### src/rtl/core/hps_pkg.sv
`timescale 1ns / 1ps
// ---------------------------------------------------------------------------
// hps_pkg: shared types and constants of the host power sequencer
// Beat layouts, sequencer state record, phase, kind and status codes.
// ---------------------------------------------------------------------------
package hps_pkg;

  localparam int unsigned KindW    = 3;
  localparam int unsigned FlagsW   = 5;
  localparam int unsigned DurW     = 19;
  localparam int unsigned RailW    = 16;
  localparam int unsigned PollW    = 10;
  localparam int unsigned PhaseW   = 3;
  localparam int unsigned StatusW  = 2;
  localparam int unsigned CfgIdxW  = 1;
  localparam int unsigned CfgDataW = 16;

  // Input kinds.
  localparam logic [KindW-1:0] KIND_TICK     = 3'd0;
  localparam logic [KindW-1:0] KIND_BOOT     = 3'd1;
  localparam logic [KindW-1:0] KIND_POWER_ON = 3'd2;
  localparam logic [KindW-1:0] KIND_POWER_OFF = 3'd3;
  localparam logic [KindW-1:0] KIND_SHUTDOWN = 3'd4;

  // Sequencer phases.
  localparam logic [PhaseW-1:0] PH_IDLE       = 3'd0;
  localparam logic [PhaseW-1:0] PH_ON_ASSERT  = 3'd1;
  localparam logic [PhaseW-1:0] PH_ON_WAIT    = 3'd2;
  localparam logic [PhaseW-1:0] PH_OFF_WAIT   = 3'd3;
  localparam logic [PhaseW-1:0] PH_SHUT_GRACE = 3'd4;
  localparam logic [PhaseW-1:0] PH_CUT_WAIT   = 3'd5;

  // Result status codes.
  localparam logic [StatusW-1:0] ST_OK      = 2'd0;
  localparam logic [StatusW-1:0] ST_ALREADY = 2'd1;
  localparam logic [StatusW-1:0] ST_TIMEOUT = 2'd2;
  localparam logic [StatusW-1:0] ST_BUSY    = 2'd3;

  // Configuration register indexes.
  localparam logic [CfgIdxW-1:0] CFG_RAIL_WAIT   = 1'd0;
  localparam logic [CfgIdxW-1:0] CFG_POLL_PERIOD = 1'd1;

  localparam logic [RailW-1:0] RAIL_WAIT_RESET   = 16'd3000;
  localparam logic [PollW-1:0] POLL_PERIOD_RESET = 10'd50;

  // Reset flag bit positions.
  localparam int unsigned FLAG_POR    = 0;
  localparam int unsigned FLAG_LPWAKE = 4;

  typedef struct packed {
    logic [KindW-1:0]  kind;
    logic              run_level;
    logic [FlagsW-1:0] reset_flags;
    logic [DurW-1:0]   duration_ms;
  } hps_in_t;

  typedef struct packed {
    logic               enable_held;
    logic               busy_res;
    logic               done_res;
    logic [StatusW-1:0] status;
    logic [FlagsW-1:0]  stored_cause;
  } hps_out_t;

  typedef struct packed {
    logic [PhaseW-1:0] phase;
    logic [DurW-1:0]   elapsed_ms;
    logic [PollW-1:0]  poll_count;
    logic [DurW-1:0]   phase_limit;
    logic              hold_flag;
    logic [FlagsW-1:0] cause_bits;
  } hps_state_t;

endpackage

### src/rtl/core/hps_step.sv
`timescale 1ns / 1ps
// ---------------------------------------------------------------------------
// hps_step: next-state and result logic of the power sequencer
// Purely combinational; applies one beat to the current sequencer state.
// ---------------------------------------------------------------------------
module hps_step import hps_pkg::*; (
  input  hps_state_t             state_i,
  input  hps_in_t                item_i,
  input  logic [RailW-1:0]       rail_wait_i,
  input  logic [PollW-1:0]       poll_period_i,
  output hps_state_t             state_o,
  output hps_out_t               result_o
);

  typedef struct packed {
    hps_state_t         s;
    logic               fin;
    logic [StatusW-1:0] st;
  } hps_chk_t;

  function automatic hps_state_t enter_phase(hps_state_t s, logic [PhaseW-1:0] ph,
                                             logic [DurW-1:0] limit);
    hps_state_t r;
    r = s;
    r.phase       = ph;
    r.elapsed_ms  = '0;
    r.poll_count  = '0;
    r.phase_limit = limit;
    return r;
  endfunction

  // One check point of a waiting phase.
  function automatic hps_chk_t check_point(hps_state_t s, logic run,
                                           logic [RailW-1:0] rail);
    hps_chk_t r;
    logic     go_on;
    r.s   = s;
    r.fin = 1'b0;
    r.st  = ST_OK;
    go_on = 1'b1;
    if (s.phase == PH_SHUT_GRACE) begin
      if (s.elapsed_ms >= s.phase_limit) begin
        r.s.hold_flag = 1'b1;
        r.s = enter_phase(r.s, PH_CUT_WAIT, {{(DurW-RailW){1'b0}}, rail});
      end else if (!run) begin
        r.s   = enter_phase(r.s, PH_IDLE, '0);
        r.fin = 1'b1;
        r.st  = ST_OK;
        go_on = 1'b0;
      end else begin
        go_on = 1'b0;
      end
    end
    if (go_on && (r.s.phase == PH_ON_WAIT || r.s.phase == PH_OFF_WAIT ||
                  r.s.phase == PH_CUT_WAIT)) begin
      if (r.s.elapsed_ms >= r.s.phase_limit) begin
        r.s   = enter_phase(r.s, PH_IDLE, '0);
        r.fin = 1'b1;
        r.st  = ST_TIMEOUT;
      end else if (run == (r.s.phase == PH_ON_WAIT)) begin
        // After a cut, run going low still ends in a timed-out report.
        r.st  = (r.s.phase == PH_CUT_WAIT) ? ST_TIMEOUT : ST_OK;
        r.s   = enter_phase(r.s, PH_IDLE, '0);
        r.fin = 1'b1;
      end
    end
    return r;
  endfunction

  function automatic hps_chk_t release_and_wait(hps_state_t s, logic run,
                                                logic [RailW-1:0] rail);
    hps_state_t t;
    t = s;
    t.hold_flag = 1'b0;
    t = enter_phase(t, PH_ON_WAIT, {{(DurW-RailW){1'b0}}, rail});
    return check_point(t, run, rail);
  endfunction

  logic [PollW-1:0] poll_len;
  assign poll_len = (poll_period_i == '0) ? PollW'(1) : poll_period_i;

  always_comb begin
    hps_chk_t         c;
    hps_state_t       s;
    logic [DurW:0]    e;
    logic [PollW-1:0] pc;
    logic             fin;
    logic [StatusW-1:0] st;
    logic             run;

    s   = state_i;
    fin = 1'b0;
    st  = ST_OK;
    run = item_i.run_level;
    e   = '0;
    pc  = '0;
    c   = '0;

    unique case (item_i.kind)
      KIND_TICK: begin
        if (s.phase == PH_IDLE) begin
          // Nothing to time.
        end else if (s.phase == PH_ON_ASSERT) begin
          e = {1'b0, s.elapsed_ms} + (DurW+1)'(1);
          s.elapsed_ms = (e > {1'b0, s.phase_limit}) ? s.phase_limit : e[DurW-1:0];
          if (s.elapsed_ms >= s.phase_limit) begin
            c   = release_and_wait(s, run, rail_wait_i);
            s   = c.s;
            fin = c.fin;
            st  = c.st;
          end
        end else if (s.phase > PH_CUT_WAIT) begin
          s = enter_phase(s, PH_IDLE, '0);
        end else begin
          pc = s.poll_count + PollW'(1);
          if (pc < poll_len) begin
            s.poll_count = pc;
          end else begin
            s.poll_count = '0;
            e = {1'b0, s.elapsed_ms} + (DurW+1)'(poll_len);
            s.elapsed_ms = (e > {1'b0, s.phase_limit}) ? s.phase_limit : e[DurW-1:0];
            c   = check_point(s, run, rail_wait_i);
            s   = c.s;
            fin = c.fin;
            st  = c.st;
          end
        end
      end
      KIND_BOOT: begin
        s.cause_bits = item_i.reset_flags;
        s = enter_phase(s, PH_IDLE, '0);
        s.hold_flag = item_i.reset_flags[FLAG_POR] | item_i.reset_flags[FLAG_LPWAKE] | ~run;
      end
      KIND_POWER_ON, KIND_POWER_OFF, KIND_SHUTDOWN: begin
        if (s.phase != PH_IDLE) begin
          fin = 1'b1;
          st  = ST_BUSY;
        end else if (item_i.kind == KIND_POWER_ON) begin
          if (run) begin
            fin = 1'b1;
            st  = ST_ALREADY;
          end else begin
            s.hold_flag = 1'b1;
            s = enter_phase(s, PH_ON_ASSERT, item_i.duration_ms);
            if (item_i.duration_ms == '0) begin
              c   = release_and_wait(s, run, rail_wait_i);
              s   = c.s;
              fin = c.fin;
              st  = c.st;
            end
          end
        end else if (item_i.kind == KIND_POWER_OFF) begin
          s.hold_flag = 1'b1;
          s   = enter_phase(s, PH_OFF_WAIT, {{(DurW-RailW){1'b0}}, rail_wait_i});
          c   = check_point(s, run, rail_wait_i);
          s   = c.s;
          fin = c.fin;
          st  = c.st;
        end else begin
          if (!run) begin
            fin = 1'b1;
            st  = ST_OK;
          end else begin
            s   = enter_phase(s, PH_SHUT_GRACE, item_i.duration_ms);
            c   = check_point(s, run, rail_wait_i);
            s   = c.s;
            fin = c.fin;
            st  = c.st;
          end
        end
      end
      default: begin
        // Unused kinds leave everything as it is.
      end
    endcase

    state_o               = s;
    result_o.enable_held  = s.hold_flag;
    result_o.busy_res     = (s.phase != PH_IDLE);
    result_o.done_res     = fin;
    result_o.status       = fin ? st : ST_OK;
    result_o.stored_cause = s.cause_bits;
  end

endmodule

### src/rtl/core/host_power_sequencer_unit.sv
`timescale 1ns / 1ps
// ---------------------------------------------------------------------------
// host_power_sequencer_unit: enable-line sequencer for an attached host
// Input beats are 1 ms ticks, boot events and power commands; each beat
// yields exactly one result beat carrying the enable hold and status.
//
// Channels: in_valid_i / in_stall_o / in_data_i carry input beats, and
// out_valid_o / out_stall_i / out_data_o carry result beats. A beat moves on
// a rising edge with valid high and stall low. Configuration writes use
// cfg_valid_i / cfg_ready_o with cfg_index_i (0 rail wait, 1 poll period)
// and cfg_data_i; cfg_ready_o is always high.
// Path: a beat taken is held in the input register, passes the next-state
// logic and is written to the result register once that register is free.
// Throughput: one beat per cycle unless the result side stalls, set by the
// single pass of next-state logic between the input and result registers.
// Reset: the sequencer returns to idle with the enable released, the stored
// cause cleared and the registers at 3000 ms and 50 ms.
// Stall: while the result waits, one more beat is taken into the input
// register; after that in_stall_o rises until the result is taken.
// ---------------------------------------------------------------------------
module host_power_sequencer_unit import hps_pkg::*; (
  input  logic                clk_i,
  input  logic                rst_ni,
  input  logic                in_valid_i,
  output logic                in_stall_o,
  input  hps_in_t             in_data_i,
  output logic                out_valid_o,
  input  logic                out_stall_i,
  output hps_out_t            out_data_o,
  input  logic                cfg_valid_i,
  output logic                cfg_ready_o,
  input  logic [CfgIdxW-1:0]  cfg_index_i,
  input  logic [CfgDataW-1:0] cfg_data_i
);

  logic             in_valid_q;
  hps_in_t          in_q;
  logic             out_valid_q;
  hps_out_t         out_q;
  hps_state_t       state_q, state_d;
  hps_out_t         result;
  logic [RailW-1:0] rail_wait_q;
  logic [PollW-1:0] poll_period_q;
  logic             out_free;
  logic             advance;
  logic             in_accept;

  assign out_free    = !out_valid_q || !out_stall_i;
  assign advance     = in_valid_q && out_free;
  assign in_stall_o  = in_valid_q && !out_free;
  assign in_accept   = in_valid_i && !in_stall_o;
  assign cfg_ready_o = 1'b1;
  assign out_valid_o = out_valid_q;
  assign out_data_o  = out_q;

  hps_step u_step (
    .state_i       (state_q),
    .item_i        (in_q),
    .rail_wait_i   (rail_wait_q),
    .poll_period_i (poll_period_q),
    .state_o       (state_d),
    .result_o      (result)
  );

  always_ff @(posedge clk_i or negedge rst_ni) begin
    if (!rst_ni) begin
      in_valid_q <= 1'b0;
    end else if (in_accept) begin
      in_valid_q <= 1'b1;
    end else if (advance) begin
      in_valid_q <= 1'b0;
    end
  end

  always_ff @(posedge clk_i) begin
    if (in_accept) begin
      in_q <= in_data_i;
    end
  end

  always_ff @(posedge clk_i or negedge rst_ni) begin
    if (!rst_ni) begin
      out_valid_q <= 1'b0;
    end else if (out_free) begin
      out_valid_q <= in_valid_q;
    end
  end

  always_ff @(posedge clk_i) begin
    if (advance) begin
      out_q <= result;
    end
  end

  always_ff @(posedge clk_i or negedge rst_ni) begin
    if (!rst_ni) begin
      state_q <= '0;
    end else if (advance) begin
      state_q <= state_d;
    end
  end

  always_ff @(posedge clk_i or negedge rst_ni) begin
    if (!rst_ni) begin
      rail_wait_q   <= RAIL_WAIT_RESET;
      poll_period_q <= POLL_PERIOD_RESET;
    end else if (cfg_valid_i && cfg_ready_o) begin
      unique case (cfg_index_i)
        CFG_RAIL_WAIT:   rail_wait_q   <= cfg_data_i[RailW-1:0];
        CFG_POLL_PERIOD: poll_period_q <= cfg_data_i[PollW-1:0];
        default: begin
        end
      endcase
    end
  end

endmodule

### config.mk
export PLATFORM = sky130hd
export DESIGN_NAME = host_power_sequencer_unit
export DESIGN_NICKNAME = d
export VERILOG_FILES = /design/src/rtl/core/hps_pkg.sv /design/src/rtl/core/hps_step.sv /design/src/rtl/core/host_power_sequencer_unit.sv
export SDC_FILE = /design/constraint.sdc
export NUM_CORES = 1
export LEC_CHECK = 0
export BUFFER_PORTS_ARGS = -buffer_cell sky130_fd_sc_hd__buf_2
export CAP_MARGIN = 30
export CORE_MARGIN = 2
export CORE_UTILIZATION = 39
export DETAILED_ROUTE_END_ITERATION = 6
export PLACE_DENSITY = 0.68
export SYNTH_ARGS = -nofsm -noshare
export SYNTH_HDL_FRONTEND = slang
export SYNTH_SLANG_ARGS = --single-unit
### constraint.sdc
create_clock -name clk_i -period 8.3 [get_ports clk_i]
set_input_delay 0 -clock clk_i [delete_from_list [all_inputs] [get_ports clk_i]]
set_output_delay 0 -clock clk_i [all_outputs]
set_load 0.02 [all_outputs]
## Word-level counts from Yosys, hierarchy flattened

Cells that the tools add are included.

| storage, ports and cells | value |
|---|---|
| memories | 0 |
| RAM bits | 0 |
| bits in read-only memories | 0 |
| flip-flop bits (word level) | 123 |
| latch bits | 0 |

| cells by class | value |
|---|---|
| mux-type cells | 84 |
| div/mod/pow operators | 0 |
| bitwise operators | 4 |
| multipliers | 0 |
| shift-type cells | 0 |
| add/subtract/negate cells | 3 |
| magnitude comparators | 10 |
| reductions and logical operators | 28 |
| eq/ne operators | 20 |

Operators with widths:

| cell | count |
|---|---|
| 2-to-1 mux 60 bit | 20 |
| 2-to-1 mux 57 bit | 11 |
| 2-to-1 mux 59 bit | 3 |
| one-hot mux 57 bit (3 select lines) | 1 |
| >= comparator 19 bit | 4 |
| 2-to-1 mux 55 bit | 1 |
| greater-than comparator 20 x 19 -> 1 bit | 2 |
| 2-to-1 mux 19 bit | 2 |
| 2-to-1 mux 1 bit | 26 |
| 2-to-1 mux 2 bit | 13 |
| 2-to-1 mux 25 bit | 1 |
| 2-to-1 mux 22 bit | 1 |
| adder 19 x 1 -> 20 bit (second input constant) | 1 |
| adder 19 x 10 -> 20 bit | 1 |
| 2-to-1 mux 10 bit | 2 |
| >= comparator 1 x 19 -> 1 bit (first input constant) | 1 |
| zero test 19 bit | 1 |
| equality test 3 x 2 -> 1 bit (second input constant) | 6 |
| >= comparator 1 x 16 -> 1 bit (first input constant) | 1 |
| AND reduction 7 bit | 2 |
| equality test 3 bit (second input constant) | 4 |
| adder 10 x 1 -> 10 bit (second input constant) | 1 |
| zero test 10 bit | 1 |
| < comparator 10 bit | 1 |
| other kinds (20) | 42 |

## Depth between registers and ports, before layout

Gate-level depths: netlist of the first run.

| logic depth | value |
|---|---|
| word-level depth | 24 |
| mapped depth | 42 |
| depth with buffers taken out | 38 |

## Hierarchy

A second synthesis of the first run with hierarchy kept.

| unflattened totals | value |
|---|---|
| cell total of the unflattened synthesis | 1489 |
| area, all modules | 12585.8 um2 |

Modules (own cells, without submodules):

| module | cells an instance | instances | area each (um2) |
|---|---|---|---|
| hps_step | 1265 | 1 | 8144.1 |
| host_power_sequencer_unit | 224 | 1 | 4441.8 |

## Worst setup path after synthesis of the first run

No wires, ideal clock.

| path | value |
|---|---|
| path type | register to register |
| start | register poll_period_q[1] |
| end | register state_q[46] (netlist name) |
| setup time | 0.076 ns |
| clock period less this slack | 8.368 ns |
| arrival | 8.291 ns |
| cell stages (with the launch flop) | 41 |
| slack | -0.068 ns |
| cell sequence | dfstp_2 -> nor3_1 -> a31o_2 -> ha_1 -> fa_1 -> a21oi_1 -> o211ai_1 -> o211ai_1 -> nand2b_1 -> a21oi_1 -> xnor2_1 -> ha_1 -> nand4_1 -> or2_2 -> nor3_1 -> a41oi_1 -> a2bb2oi_2 -> buf_2 -> (+5 left out) -> a21o_1 -> a31oi_1 -> o31ai_1 -> o21a_2 -> o31ai_1 -> clkbuf_1 -> clkbuf_1 -> a22oi_1 -> ha_1 -> a221o_1 -> o31ai_1 -> nand4b_1 -> o21a_1 -> and2_4 -> or4_1 -> buf_2 -> buf_6 -> o21ai_1 |

| on the way | value |
|---|---|
| word-level cells in the longest chain between the ends | 23 |
| elaborated cells between the ends (all ways) | 40 |
| classes of those cells | add/sub (1); order compare (4); eq/ne (5); mux (25); reduce/logical (5) |

RTL lines:

| item | line | RTL |
|---|---|---|
| start, declared | host_power_sequencer_unit.sv:43 | `logic [PollW-1:0] poll_period_q;` |
| start signal, assigned | host_power_sequencer_unit.sv:110 | `CFG_POLL_PERIOD: poll_period_q <= cfg_data_i[PollW-1:0];` |
| zero test 10 bit | hps_step.sv:80 | `assign poll_len = (poll_period_i == '0) ? PollW'(1) : poll_period_i;` |
| 2-to-1 mux 10 bit (*) | hps_step.sv:80 |  |
| parallel branches: the longest is 21 deep, another holds adder 19 x 10 -> 20 bit | - |  |
| end signal, assigned | host_power_sequencer_unit.sv:99 | `state_q <= state_d;` |
| end, declared | host_power_sequencer_unit.sv:40 | `hps_state_t state_q, state_d;` |

Every way passes the cells marked *. The select of a mux whose other input is x is not followed.
A chain may end at the register's enable or synchronous reset.

## Worst setup path in the final report of the first run

| path | value |
|---|---|
| start | register poll_period_q[4] |
| end | register state_q[52] (netlist name) |

Same word-level chain as after synthesis.

==> results.toml, run 1 <==
[status]
status = "completed"

[yosys]
netlist_area_um2 = 10000
yosysSeqAreaShare = 0.327
async_reset_ff_frac = 0.691
yosysTopAreaCellShare = 0.187
yosys.area.top_type = "dfrtp_1"
syn_nets = 1272
ys_ff_latch = 123
synth_edf_count = 38
ys.warnings.count = 0
ys_types = 77
synth.top_cells.by_area = "dfrtp_1 19%, ha_1 14%, edfxtp_1 11%, mux2_2 6.4%, a21oi_1 3.7%"
synthCells = 1105
synth_ff_type = "dfrtp_1"
synth.avg_cell_area_um2 = 9.08

[floorplan]
ios = 63
core_area_um2 = 25300
die_width_um = 164
dieArea_um2 = 27000
rows = 58
die_h_um = 164
start_util = 0.397

[clock_network]
root_buffer = "clkbuf_16"
clk_pin_slew_ps = 60
cts_tree = "built"
cts_buffers = 17
ctsHtreeMaxLevel = 4
clock_latency_ps = 430
clock_path_buffers = 2
clock_sinks = 123

[critical_path]
slowest_delay_ps = 600
cp-end-kind = "flip-flop"
r2r-start = "poll_period_q[4]"
slowest_stage = "or4_4"
critical_path_class = "flip-flop to flip-flop"
start_kind = "flip-flop"
cp_max_fo = 8
crit_start = "poll_period_q[4]"
required_ps = 8650
cp.arrival_ps = 8650
rr_worst_depth = 41

[global_route]
grt_pass1_wl_um = 48400
grt_max_degree = 54
antenna_found_initial = 0
grt_pass1_vias = 9000
globalRouteTotalUtil = 0.232
gr-total-overflow = 0

[power]
power_mw = 3.09
irDropWorstVdd_uv = 158
power.density_nw_per_um2 = 241
cellLeakagePower_nw = 5.60

[timing]
timing.final.crit_period_ps = 8300
fmax_mhz = 121
timing.final.crit_share = 1.00
hold_viol_final = 0
setup_tns_ps = 0
finalClockSkew_ps = 9.62
maxSlewViolCount = 0
relSlewSlack = 0.356
setup_ws_ps = 2.07
worst_hold_slack_ps = 87.8
setup_viol = 0
rsz0062_at_grt = "true"
tightest_slew_ps = 942

[routing]
via_per_inst = 5.99
drtIter0Drc = 1036
dr.pass1.iters = 6
post_drt_wl_per_cell_um = 20.5
num_vias = 9588
detail-route-antenna-nets = 0
routed_wl_um = 32900
drc = 0

[worst_hold_path]
hold_class = "input port to async pin"

[placed_design]
pre_cts_slack_ps = -131
dp.final_hpwl_um = 23000
globalplace.congestion = 0.930
io_buffers = 61

[job]
max_cap_violations = 0

[layout]
nFillCells = 2253
finish.utilization = 0.508
num_antenna_cells = 0
drive_gt1_frac = 0.261
syn2layout_area_growth_pct = 27.8
finalNetCount = 1424
## cells in the final DEF, fill, tap and decap left out, types with 47 or more instances in the layout
| cell type | Yosys | final |
|---|---|---|
| a21oi_1 | 75 | 56 |
| a22oi_1 | 49 | 47 |
| buf_2 | 9 | 61 |
| buf_4 | 3 | 65 |
| dfrtp_1 | 75 | 75 |
| dlygate4sd3_1 | 0 | 48 |
| ha_1 | 116 | 106 |
| inv_1 | 53 | 52 |
| mux2_2 | 57 | 54 |
| nand2_1 | 87 | 86 |
| nor2_1 | 95 | 95 |
## sequential cells by signal (all words and copies together) (netlist names)
register and count:
rail_wait_q 16, in_valid_q 1, poll_period_q 10, out_valid_o 1, out_data_o 10, state_q 57, in_q 28
## synthesized netlist by cell type, drive strengths merged (5+ instances only)
library cell / instances
o211ai: 10
o22ai: 7
ha: 116
nor2b: 9
a22o: 22
edfxtp: 38
xor2: 14
clkbuf: 39
a22oi: 49
a211oi: 12
inv: 54
nor4: 10
dfrtp: 75
nor3: 12
mux2: 57
a21oi: 76
or3: 7
and2: 10
dfstp: 10
o31ai: 9
o21ai: 65
buf: 18
o21a: 8
nand4: 19
nor2: 97
nand3: 31
or2: 7
a31oi: 5
nand2: 87
o21bai: 5
a221o: 14
xnor2: 29
and3: 6
nand2b: 19
a21o: 18
## critical path: cells and delay by family, from the launching register on
kind / cells / cell delay [ps]
AO/OA/AOI/OAI: 16 / 3040
XOR/XNOR: 1 / 160
adder cells (fa/ha/maj): 5 / 1430
buffers and inverters: 10 / 1450
flip-flops: 1 / 550
AND/OR/NAND/NOR: 9 / 1600
## report_power, final
group          switching [mW]  leakage [nW]  internal (mW)
clock                   0.334         0.299          0.460
combinational           0.811          3.83          0.689
sequential             0.0943          1.46          0.699
## path summary, 6_finish.rpt
kind | end | slack [ps]
min in group clk_i | rail_wait_q[15] | 190
worst min-delay path | state_q[47] | 90
worst min register to register | state_q[0] | 480
worst max register to register | state_q[52] | 2
worst max-delay path | state_q[52] | 2
max in group asynchronous | state_q[3] | 7130
## logic make-up (layout without fill, tap and decap cells)
logic type                 Yosys count  in the layout  share of synthesized area
AOI/OAI and AO/OA                  327            328                      0.222
xor gates and xnor gates            43             43                     0.0375
muxes                               59             59                     0.0659
adders and majority gates          117            117                      0.147
DFF                                123            123                      0.327
other                                1              1                   0.000374
and+or+nand+nor                    322            322                      0.153
buffers and inverters              113            277                     0.0482
## metal layers
metal / wire [µm] / GRT usage / part of all wire / vias up
li1: - / - / - / 4411
met1: 13700 / 0.314 / 0.42 / 4581
met2: 15200 / 0.365 / 0.46 / 485
met3: 2380 / 0.0339 / 0.072 / 111
met4: 1590 / 0.109 / 0.048 / 0
met5: 0 / 0 / 0 / -
## final cells by class
cell class / instances / area, µm² / area share
inverter: 56 / 210 / 0.0164
sequential: 123 / 3280 / 0.256
clock inverter: 15 / 194 / 0.0151
tap: 330 / 413 / 0.0322
multi-input combinational: 870 / 6750 / 0.527
timing repair buffer: 189 / 1550 / 0.121
clock buffer: 17 / 425 / 0.0332
## stage by stage
stage	instance area, µm²	std cells
6_report	12800	1600
5_1_grt	12800	1600
4_1_cts	12000	1570
3_5_place_dp	10900	1489
3_3_place_gp	10900	1487
2_1_floorplan	10000	1105
## what timing repair did
action	in CTS	in global routing
hold buffers	48	0
endpoints found under the setup margin	35	44
buffers inserted	1	22
endpoints found under the hold margin	88	0
cloned	0	8
gates resized for setup	6	88
pin swaps	1	39
No activity file was read; power rests on OpenSTA's default activity.
==> inputs of run 2 (changes only) <==
--- a/config.mk
+++ b/config.mk
@@ -10,7 +10,6 @@
 export CORE_MARGIN = 2
 export CORE_UTILIZATION = 39
 export DETAILED_ROUTE_END_ITERATION = 6
-export PLACE_DENSITY = 0.68
 export SYNTH_ARGS = -nofsm -noshare
 export SYNTH_HDL_FRONTEND = slang
 export SYNTH_SLANG_ARGS = --single-unit
==> run 2 against run 1 <==
Non-clock buffer count increased by 32. Die area unchanged. Combinational power increased by 7%. Global-route usage increased by 1.5 points. Sequential power hardly changed. Clock power fell by 5.8%. Setup slack better by 55 ps. Maximum frequency is 0.67% higher. Critical endpoint is now state_q[47]. Core utilization up 1.4 points. Total power is 1.8% higher. Clock-buffer cell count unchanged. Worst hold slack worse by 67 ps.
==> results.toml, run 2 (synthesis results as in run 1) <==
[layout]
final_cell_mix = "103 x ha_1, 92 x buf_4, 91 x nor2_1"
design_area_um2 = 13200
ff_latch_area_um2 = 3280
final_common_cell = "ha_1"
finalNetCount = 1456
syn2layout_area_growth_pct = 31.2
largestRegisters = "state_q x57, in_q x28, rail_wait_q x16"
largest_reg_flops = 57
nFillCells = 2304
fin_cells = 1633
multiInputGateArea_um2 = 6890
regMostFlops = "state_q"
drive_gt1_frac = 0.299
finish.utilization = 0.521

[critical_path]
path_common_cell = "a21oi_2"
cp-end-kind = "flip-flop"
cp.arrival_ps = 8590
start_kind = "flip-flop"
required_ps = 8650
slowest_delay_ps = 580
slowest_stage = "or4_4"
critical_path_class = "flip-flop to flip-flop"
cp_max_fo = 8

[timing]
setup_ws_ps = 57.2
rsz0062_at_grt = "true"
setup_viol = 0
hold_viol_final = 0
maxSlewViolCount = 0
timing.final.crit_share = 0.993
tightest_slew_ps = 1050
relSlewSlack = 0.281
setup_tns_ps = 0
timing.final.crit_period_ps = 8240
fmax_mhz = 121
finalClockSkew_ps = 19.7

[clock_network]
ctsHtreeMaxLevel = 4
clock_latency_ps = 440
cts_tree = "built"
cts_buffers = 17
root_buffer = "clkbuf_16"
clk_pin_slew_ps = 70
clock_path_buffers = 2
clock_sinks = 123

[floorplan]
core_area_um2 = 25300
rows = 58
die_width_um = 164
dieArea_um2 = 27000
die_h_um = 164
start_util = 0.397
ios = 63

[global_route]
gr-total-overflow = 0
globalRouteTotalUtil = 0.247
grt_max_degree = 63
grt_pass1_wl_um = 50700
antenna_found_initial = 2
grt_pass1_vias = 9281

[power]
comb_power_share = 0.510
cellLeakagePower_nw = 5.74
internal-power_mw = 1.87
switching_power_mw = 1.27
irDropWorstVdd_uv = 145
power_frac_seq = 0.252
p_clk_frac = 0.238
p_sw_frac = 0.405
power.density_nw_per_um2 = 239

[routing]
drc = 0
routed_wl_um = 33800
post_drt_wl_per_cell_um = 20.7
via_per_inst = 5.84
dr.pass1.iters = 5
num_vias = 9534
detail-route-antenna-nets = 0
drtIter0Drc = 901

[worst_hold_path]
hold_class = "input port to async pin"

[placed_design]
pre_cts_slack_ps = -248
io_buffers = 61
dpl-instance-area_um2 = 11200
globalplace.congestion = 0.932
dp_cells = 1526
dp.final_hpwl_um = 24700

[job]
max_cap_violations = 0

[status]
status = "completed"
[run 2: final timing paths]
check	startpoint	end	slack, ps	cells past startpoint
max	poll_period_q[5]	state_q[47]	60	41
min	rst_ni	state_q[37]	20	2
max reg2reg	poll_period_q[5]	state_q[47]	60	41
min reg2reg	state_q[4]	state_q[4]	470	2
max in group asynchronous	rst_ni	state_q[0]	7080	3
min in group clk_i	cfg_valid_i	rail_wait_q[3]	100	3
[run 2: layout make-up]
type                            count  area share
Clock inverter                     15      0.0114
Clock buffer                       17      0.0323
Tap cell                          330      0.0314
Timing Repair Buffer              221       0.136
Multi-Input combinational cell    870       0.523
Inverter                           56      0.0160
Sequential cell                   123       0.249
Antenna cell                        1    0.000190
[run 2: power groups by stage]
| stage | Sequential, mW | Clock (mW) | Combinational [mW] |
|---|---|---|---|
| finish | 0.791 | 0.749 | 1.60 |
| global route | 0.799 | 0.787 | 1.74 |
| global placement | 0.796 | 0 | 1.26 |
| detailed placement | 0.797 | 0 | 1.27 |
| floorplan | 0.762 | 0 | 0.828 |
| CTS | 0.786 | 0.762 | 1.32 |
[run 2: stage by stage]
| stage | power [mW] | hold WS (ps) |
|---|---|---|
| 5_1_grt | 3.33 | 57.0 |
| 2_1_floorplan | 1.59 | -296 |
| 6_report | 3.14 | 20.4 |
| 3_3_place_gp | 2.05 | -67.1 |
| 4_1_cts | 2.87 | 17.9 |
| 3_5_place_dp | 2.07 | -62.4 |
[run 2: per-layer routing]
| layer | global-route usage | share of wire | up-vias | wire, µm |
|---|---|---|---|---|
| met5 | 0 | 0 | - | 0 |
| met4 | 0.106 | 0.040 | 0 | 1360 |
| met3 | 0.0517 | 0.062 | 82 | 2080 |
| met2 | 0.398 | 0.47 | 371 | 15900 |
| met1 | 0.322 | 0.43 | 4588 | 14500 |
| li1 | - | - | 4493 | - |
[run 2: repair_timing]
item,CTS,global route
hold buffers,50,0
pin swaps,3,48
gates cloned,0,8
setup endpoints to repair,41,44
setup buffers,1,15
endpoints found under the hold margin,79,0
gates resized for setup,13,119
[run 2: critical path: cells and delay by family (launching register included)]
family,cells,cell delay (ps)
and+or+nand+nor,9,1670
buffers and inverters,8,1060
adders and majority gates,5,1400
DFF,1,540
AOI/OAI and AO/OA,18,3370
xor gates and xnor gates,1,90
